### src/rtl/spq_pkg.sv
// Shared types and constants for the stable priority queue.
package spq_pkg;

  // Default number of record slots.
  localparam int DEPTH_DEF = 16;

  // Field widths of one record.
  localparam int CODE_W = 16;
  localparam int PRI_W  = 8;
  localparam int PAY_W  = 64;
  localparam int OCC_W  = 5;

  // Operation carried by each input item.
  typedef enum logic {
    OP_ENQ = 1'b0,
    OP_DEQ = 1'b1
  } op_t;

  // Status reported with each result item.
  typedef enum logic [1:0] {
    STAT_DONE  = 2'd0,
    STAT_FULL  = 2'd1,
    STAT_EMPTY = 2'd2
  } status_t;

  // Controller states: result register empty or holding an item.
  typedef enum logic {
    CTL_IDLE = 1'b0,
    CTL_HOLD = 1'b1
  } ctl_state_t;

  // Per-slot update select in the record row.
  typedef enum logic [1:0] {
    SEL_HOLD = 2'd0,
    SEL_NEW  = 2'd1,
    SEL_PREV = 2'd2,
    SEL_NEXT = 2'd3
  } sel_t;

  // Command from controller to datapath.
  typedef struct packed {
    logic exec;
    op_t  op;
  } cmd_t;

endpackage

### src/rtl/spq_ctrl.sv
// Handshake controller for the stable priority queue.
module spq_ctrl (
  input  logic                clk,
  input  logic                rst_n,
  input  logic                in_tvalid,
  output logic                in_tready,
  input  spq_pkg::op_t        in_op,
  output logic                out_tvalid,
  input  logic                out_tready,
  output spq_pkg::cmd_t       cmd
);

  spq_pkg::ctl_state_t state_r, state_nxt;
  logic                accept;

  // State register.
  always_ff @(posedge clk) begin
    if (!rst_n) begin
      state_r <= spq_pkg::CTL_IDLE;
    end else begin
      state_r <= state_nxt;
    end
  end

  // Next state and command outputs. A new item is taken whenever the result
  // register is free or is being emptied in this cycle.
  always_comb begin
    in_tready  = 1'b0;
    out_tvalid = 1'b0;
    state_nxt  = state_r;
    unique case (state_r)
      spq_pkg::CTL_IDLE: begin
        in_tready = 1'b1;
      end
      spq_pkg::CTL_HOLD: begin
        in_tready  = out_tready;
        out_tvalid = 1'b1;
      end
      default: begin
        in_tready = 1'b0;
      end
    endcase
    accept = in_tvalid && in_tready;
    if (accept) begin
      state_nxt = spq_pkg::CTL_HOLD;
    end else if (state_r == spq_pkg::CTL_HOLD && out_tready) begin
      state_nxt = spq_pkg::CTL_IDLE;
    end
    cmd.exec = accept;
    cmd.op   = in_op;
  end

endmodule

### src/rtl/spq_datapath.sv
// Record row, occupancy counter and result register of the priority queue.
module spq_datapath #(
  parameter int DEPTH = spq_pkg::DEPTH_DEF
) (
  input  logic                         clk,
  input  logic                         rst_n,
  input  spq_pkg::cmd_t                cmd,
  input  logic [spq_pkg::CODE_W-1:0]   in_code,
  input  logic [spq_pkg::PRI_W-1:0]    in_pri,
  input  logic [spq_pkg::PAY_W-1:0]    in_pay,
  output spq_pkg::status_t             res_status,
  output logic [spq_pkg::CODE_W-1:0]   res_code,
  output logic [spq_pkg::PRI_W-1:0]    res_pri,
  output logic [spq_pkg::PAY_W-1:0]    res_pay,
  output logic [spq_pkg::OCC_W-1:0]    res_occ
);

  localparam int CW = $clog2(DEPTH + 1);

  logic [CW-1:0]                count_r, count_nxt;
  logic [spq_pkg::CODE_W-1:0]   code_r [DEPTH];
  logic [spq_pkg::PRI_W-1:0]    pri_r  [DEPTH];
  logic [spq_pkg::PAY_W-1:0]    pay_r  [DEPTH];
  logic [DEPTH-1:0]             vld, ge, prev_vld, prev_ge;
  spq_pkg::sel_t                sel [DEPTH];
  logic                         full, empty, do_enq, do_deq;
  logic [CW+spq_pkg::OCC_W-1:0] count_ext;

  spq_pkg::status_t             status_r;
  logic [spq_pkg::CODE_W-1:0]   rcode_r;
  logic [spq_pkg::PRI_W-1:0]    rpri_r;
  logic [spq_pkg::PAY_W-1:0]    rpay_r;
  logic [spq_pkg::OCC_W-1:0]    rocc_r;

  assign full   = (count_r == CW'(DEPTH));
  assign empty  = (count_r == '0);
  assign do_enq = cmd.exec && (cmd.op == spq_pkg::OP_ENQ) && !full;
  assign do_deq = cmd.exec && (cmd.op == spq_pkg::OP_DEQ) && !empty;

  // Each slot compares its own priority against the new one in parallel.
  // Slots below the count hold valid records in service order.
  always_comb begin
    for (int k = 0; k < DEPTH; k++) begin
      vld[k] = (CW'(k) < count_r);
      ge[k]  = (pri_r[k] >= in_pri);
    end
    prev_vld = {vld[DEPTH-2:0], 1'b1};
    prev_ge  = {ge[DEPTH-2:0], 1'b1};
  end

  // Slot update selects. On an enqueue the first slot that is not a valid
  // record of greater or equal priority takes the new record, and the valid
  // slots after it shift up by one. A dequeue shifts all but the last down.
  always_comb begin
    for (int k = 0; k < DEPTH; k++) begin
      sel[k] = spq_pkg::SEL_HOLD;
      if (do_enq && !(vld[k] && ge[k])) begin
        if (prev_vld[k] && prev_ge[k]) begin
          sel[k] = spq_pkg::SEL_NEW;
        end else if (prev_vld[k]) begin
          sel[k] = spq_pkg::SEL_PREV;
        end
      end else if (do_deq && k < DEPTH - 1) begin
        sel[k] = spq_pkg::SEL_NEXT;
      end
    end
  end

  // Record row: each slot reads only itself and its two neighbors.
  for (genvar k = 0; k < DEPTH; k++) begin : g_slot
    localparam int PRV = (k == 0) ? 0 : k - 1;
    localparam int NXT = (k == DEPTH - 1) ? k : k + 1;
    always_ff @(posedge clk) begin
      case (sel[k])
        spq_pkg::SEL_NEW: begin
          code_r[k] <= in_code;
          pri_r[k]  <= in_pri;
          pay_r[k]  <= in_pay;
        end
        spq_pkg::SEL_PREV: begin
          code_r[k] <= code_r[PRV];
          pri_r[k]  <= pri_r[PRV];
          pay_r[k]  <= pay_r[PRV];
        end
        spq_pkg::SEL_NEXT: begin
          code_r[k] <= code_r[NXT];
          pri_r[k]  <= pri_r[NXT];
          pay_r[k]  <= pay_r[NXT];
        end
        default: begin
          code_r[k] <= code_r[k];
          pri_r[k]  <= pri_r[k];
          pay_r[k]  <= pay_r[k];
        end
      endcase
    end
  end

  // Occupancy counter.
  always_comb begin
    count_nxt = count_r;
    if (do_enq) begin
      count_nxt = count_r + CW'(1);
    end else if (do_deq) begin
      count_nxt = count_r - CW'(1);
    end
    count_ext = {{spq_pkg::OCC_W{1'b0}}, count_nxt};
  end

  always_ff @(posedge clk) begin
    if (!rst_n) begin
      count_r <= '0;
    end else begin
      count_r <= count_nxt;
    end
  end

  // Result register, loaded once per accepted item.
  always_ff @(posedge clk) begin
    if (cmd.exec) begin
      rocc_r  <= count_ext[spq_pkg::OCC_W-1:0];
      rcode_r <= '0;
      rpri_r  <= '0;
      rpay_r  <= '0;
      if (cmd.op == spq_pkg::OP_ENQ) begin
        status_r <= full ? spq_pkg::STAT_FULL : spq_pkg::STAT_DONE;
      end else if (empty) begin
        status_r <= spq_pkg::STAT_EMPTY;
      end else begin
        status_r <= spq_pkg::STAT_DONE;
        rcode_r  <= code_r[0];
        rpri_r   <= pri_r[0];
        rpay_r   <= pay_r[0];
      end
    end
  end

  assign res_status = status_r;
  assign res_code   = rcode_r;
  assign res_pri    = rpri_r;
  assign res_pay    = rpay_r;
  assign res_occ    = rocc_r;

endmodule

### src/rtl/stable_priority_queue.sv
// Latency: a result item is valid the cycle after its input item is accepted.
// Throughput: one item per cycle while out_tready is high; the row shifts and
// inserts at once, and a new item is taken while the result register drains.
// Reset: synchronous active-low; clears the record count and the result
// register's valid state. Record slot contents are not cleared.
module stable_priority_queue #(
  parameter int DEPTH = spq_pkg::DEPTH_DEF
) (
  input  logic        clk,
  input  logic        rst_n,
  input  logic        in_tvalid,
  output logic        in_tready,
  // [15:0] record_code, [23:16] priority_req, [87:24] payload_bits
  input  logic [87:0] in_tdata,
  // [0] operation
  input  logic [0:0]  in_tuser,
  output logic        out_tvalid,
  input  logic        out_tready,
  // [15:0] removed_code, [23:16] removed_priority, [87:24] removed_payload,
  // [92:88] occupancy, [95:93] zero
  output logic [95:0] out_tdata,
  // [1:0] status
  output logic [1:0]  out_tuser
);

  spq_pkg::cmd_t                 cmd;
  spq_pkg::status_t              res_status;
  logic [spq_pkg::CODE_W-1:0]    res_code;
  logic [spq_pkg::PRI_W-1:0]     res_pri;
  logic [spq_pkg::PAY_W-1:0]     res_pay;
  logic [spq_pkg::OCC_W-1:0]     res_occ;

  spq_ctrl u_ctrl (
    .clk        (clk),
    .rst_n      (rst_n),
    .in_tvalid  (in_tvalid),
    .in_tready  (in_tready),
    .in_op      (spq_pkg::op_t'(in_tuser[0])),
    .out_tvalid (out_tvalid),
    .out_tready (out_tready),
    .cmd        (cmd)
  );

  spq_datapath #(
    .DEPTH (DEPTH)
  ) u_dp (
    .clk        (clk),
    .rst_n      (rst_n),
    .cmd        (cmd),
    .in_code    (in_tdata[15:0]),
    .in_pri     (in_tdata[23:16]),
    .in_pay     (in_tdata[87:24]),
    .res_status (res_status),
    .res_code   (res_code),
    .res_pri    (res_pri),
    .res_pay    (res_pay),
    .res_occ    (res_occ)
  );

  // Pack the result item.
  assign out_tdata = {3'b000, res_occ, res_pay, res_pri, res_code};
  assign out_tuser = res_status;

`ifndef NO_ASSERTIONS
  // An accepted item always shows a result in the next cycle.
  a_result_follows : assert property (@(posedge clk) disable iff (!rst_n)
    (in_tvalid && in_tready) |=> out_tvalid)
    else $error("no result after an accepted item");

  // A dropped enqueue only happens when the store is full.
  a_full_occ : assert property (@(posedge clk) disable iff (!rst_n)
    (out_tvalid && out_tuser == spq_pkg::STAT_FULL) |-> (res_occ == 5'(DEPTH)))
    else $error("full status with occupancy below depth");

  // An empty dequeue returns zero fields and zero occupancy.
  a_empty_zero : assert property (@(posedge clk) disable iff (!rst_n)
    (out_tvalid && out_tuser == spq_pkg::STAT_EMPTY) |->
      (res_occ == '0 && res_code == '0 && res_pri == '0 && res_pay == '0))
    else $error("empty status with nonzero fields");
`endif

endmodule
### config.mk
export PLATFORM = sky130hd
export DESIGN_NAME = stable_priority_queue
export DESIGN_NICKNAME = d
export VERILOG_FILES = /design/src/rtl/spq_pkg.sv /design/src/rtl/spq_ctrl.sv /design/src/rtl/spq_datapath.sv /design/src/rtl/stable_priority_queue.sv
export SDC_FILE = /design/constraint.sdc
export NUM_CORES = 2
export LEC_CHECK = 0
export BUFFER_PORTS_ARGS = -buffer_cell sky130_fd_sc_hd__buf_2
export CAP_MARGIN = 20
export CELL_PAD_IN_SITES_DETAIL_PLACEMENT = 0
export CELL_PAD_IN_SITES_GLOBAL_PLACEMENT = 1
export CORE_MARGIN = 2
export CORE_UTILIZATION = 47
export DETAILED_ROUTE_END_ITERATION = 16
export PLACE_DENSITY_LB_ADDON = 0.1
export SYNTH_ARGS = -nofsm -noshare
export SYNTH_HDL_FRONTEND = slang
export SYNTH_SLANG_ARGS = --single-unit
### constraint.sdc
create_clock -name clk -period 9.7 [get_ports clk]
set_input_delay 0.97 -clock clk [delete_from_list [all_inputs] [get_ports clk]]
set_output_delay 0.97 -clock clk [all_outputs]
set_load 0.1 [all_outputs]
==> impl_results.md <==
* Status: finished clean
* RSZ-0062 raised after global routing: no
* DR pass1 iterations at 6
* Setup TNS at 0 ns
* Syn Area/Cell at about 12 um^2
* Max Clk Rate at 191 MHz
* Layout Cells excl Fill at 7796
* Core Util, Final at 52.2%
* Seq/Total Area, Yosys at 62.8%
* Max stage delay on crit path at 1.02 ns
* CP max FO at between 40 and 50
* Worst hold stages at 2
* Period minus WS final at 5.23 ns
* Dpl hpwl at 129 mm
* Synth top area cells: edfxtp_1 (63%), a221o_1 (13%), nor2_1 (3.6%)
* Hold path endpoint: u_dp.count_r[4]
* Post-Place Cell Area at 74300 um^2
* Clock skew at 0.0276 ns
* Max Slew Vio Count at 0
* Ys Warns at 0
* Mapped cell area at 72100 um^2
* WP buf/inv at 2
* NumNets Final at 5858
* Max clock buf depth at 3
* Die ar. at 157000 um^2
* Setup CP Type: reg2reg
* Core Area at ~150000 um^2
* Slew @ Worst Pin at about 1.3 ns
* Clk root buf: clkbuf_16
* Max IR drop VDD at 0.000193 V
* MaxCap Viol Count at 0
* Chip Width at about 400 um
* Share of cells above drive strength 1 at 11.3%
* Number of remaining DRC errors at 0
* Hold WC Path Type: in2reg
* Final hold vios at 0
* First-pass GRT wire length at approximately 340 mm
* Number of port buffers at 189
* Post-synth top area share at 62.6%
* Hold-fix buffers, CTS at 0
* Vias per cell at about 6.7
* GRT Util Overall at 29.3%
* Vias in the first global route at ~50000
* H-tree depth at 4
* Placement Rows at roughly 140
* Cell count after synthesis at around 5800
* Post-synth EDFFs at 1503
* Clock transition at path regs at about 0.06 ns
* Area Growth Syn to Fin at 10.2%
* Number of DRC markers in iteration 0 at 6745
* Worst-Skew Late Latency at 0.81 ns
* Power density over cell area at approximately 250 nW/um^2
* Largest net degree at the start of global routing at 242
* Worst r2r src: u_dp.count_r[1]
* CP max-delay cell: a21oi_4
* Total number of vias at 52200
* Largest delay contributor family on the critical path: simple AND/OR/NAND/NOR gates
* Post-detailed-routing wire length at between 200 and 250 mm
* Antenna-violating nets left at 0
* Cell taking the most area after synthesis: edfxtp_1
* CP required at about 10 ns
* R2R setup slack at 4.47 ns
* Share of synthesized registers carrying an async set or reset at 0%
* Final-layout fill cell count at approximately 13000
* # Post-CTS Setup Buffers at 0
* Startpoint types: flip-flop
* R2R depth at 8
* Number of synthesized register bits at 1509
* Design Area, Final at 79400 um^2
* Routed wire per std cell at 30.2 um
* Initial core utilization at 47.4%
* CP Capture Type: flip-flop
* Final setup viols at 0
* Aggregate global routing overflow at 0
* CTS resizes at 0
* Initial antenna violation count at 5
* Crit-path cells: inv_1 -> ha_1 -> nand4bb_1 -> nand3_1 -> a21oi_4 -> and2_4 -> buf_4 -> o221ai_1
* Commonest non-fill, non-tap cell in the layout: edfxtp_1
* Leak pwr at 27.4 nW
* Tcrit/Tclk final at 53.9%
* Synth cell types at 69
* Main synth FF type: edfxtp_1
* # IOs at ~190
* DP Cell Count at 7494
* Most frequent cells in the layout: edfxtp_1 (1503), a221o_1 (911), nor2_1 (685), nand2_1 (525), a21oi_1 (204)
* Worst relative slew slack at 13.5%
* TritonCTS clock tree: built
* CP arrival at about 5.7 ns
* # clock sinks at 1509
* Hold Path Origin: rst_n
* Reg-to-reg critical path endpoint: u_dp.pri_r[0][56]
* Die span in y at 396 um
* Final GP Congestion at 0.930
* Cts bufs inserted at 165
-- per-layer routing --
metal	part of all wire [%]	wire length, um	vias up	track usage, %
met1	44	103000	26700	43.0
met3	8.1	18900	341	4.83
met5	0.015	36	-	0
met2	46	107000	2557	45.1
li1	-	-	22500	-
met4	2.4	5760	6	7.91
-- synth_stat cells (7+ instances only) --
cell / number
mux2_2: 81
edfxtp_1: 1503
a21oi_1: 205
or3_1: 7
o221ai_1: 12
a22oi_1: 176
a211oi_1: 9
nand2_1: 529
nand3_1: 135
nand2b_1: 19
nor3b_1: 76
buf_2: 134
o211ai_1: 139
and2_1: 99
or3b_2: 9
a211o_1: 8
nand4_1: 10
inv_1: 111
o21ai_1: 14
o21ai_0: 194
o21a_1: 14
nor2_1: 686
buf_1: 51
buf_4: 9
a2111oi_0: 8
a221o_1: 911
clkbuf_1: 397
ha_1: 133
-- worst register-to-register path, cell delays in order (launching register included) --
cell and delay [ns]:
dfxtp_1 0.58, inv_1 0.23, ha_1 0.36, nand4bb_1 0.20
nand3_1 0.53, a21oi_4 1.02, and2_4 0.88, buf_4 0.83
o221ai_1 0.30
-- power by group --
group / switching (W) / internal (W)
Sequential: 0.000586 / 0.00862
Clock: 0.00269 / 0.00346
Combinational: 0.00300 / 0.00118
-- worst max-delay path by stage --
stage / from / to / slack, ns / depth (start not counted)
after global routing: u_dp.count_r[1] / u_dp.pri_r[0][56] / 4.40 / 8
after detailed placement: in_tdata[16] / u_dp.pri_r[0][56] / 3.86 / 9
after global placement: in_tdata[16] / u_dp.pri_r[0][56] / 3.88 / 9
final: u_dp.count_r[1] / u_dp.pri_r[0][56] / 4.47 / 8
after CTS: u_dp.count_r[1] / u_dp.pri_r[0][56] / 4.59 / 8
after floorplan: in_tdata[17] / u_dp.code_r[6][0] / 0.14 / 7
-- registers in the layout, summed over array words and instances (netlist names) --
signal / cells
u_dp.pay_r: 1024
u_dp.code_r: 256
u_dp.pri_r: 128
u_dp.res_pay: 64
u_dp.res_code: 16
u_dp.res_pri: 8
u_dp.count_r: 5
u_dp.res_occ: 5
u_dp.res_status: 2
u_ctrl.state_r: 1
-- cell type report --
type | instances | area (um^2) | share of cell area (%)
well taps | 2030 | 2540 | 3.20
inverters | 111 | 422 | 0.531
clock inverters | 75 | 627 | 0.789
flip-flops and latches | 1509 | 45300 | 57.0
repair buffers | 292 | 1830 | 2.30
diodes | 4 | 10.0 | 0.0126
multi-input cells | 3553 | 24300 | 30.5
clock buffers | 222 | 4490 | 5.65
-- per-stage QoR --
step,hold slack (ns),setup WS (ns),power (W)
floorplan,0.509,0.141,0.0120
global placement,0.520,3.88,0.0134
detailed placement,0.524,3.86,0.0135
CTS,0.442,4.59,0.0196
global route,0.457,4.40,0.0202
finish,0.492,4.47,0.0195
-- cell families (layout without fill, tap and decap cells) --
family | after synthesis | in the layout | share of synthesized area, %
mux | 83 | 83 | 1.29
compound gates | 1731 | 1731 | 19.9
simple gates | 1599 | 1599 | 9.64
xor+xnor | 4 | 4 | 0.0486
flops | 1509 | 1509 | 62.8
buf+inv | 708 | 700 | 4.02
fa+ha+maj | 133 | 133 | 2.31
other cells | 1 | 7 | 0.00520
Power figures use the tool's default switching activity.
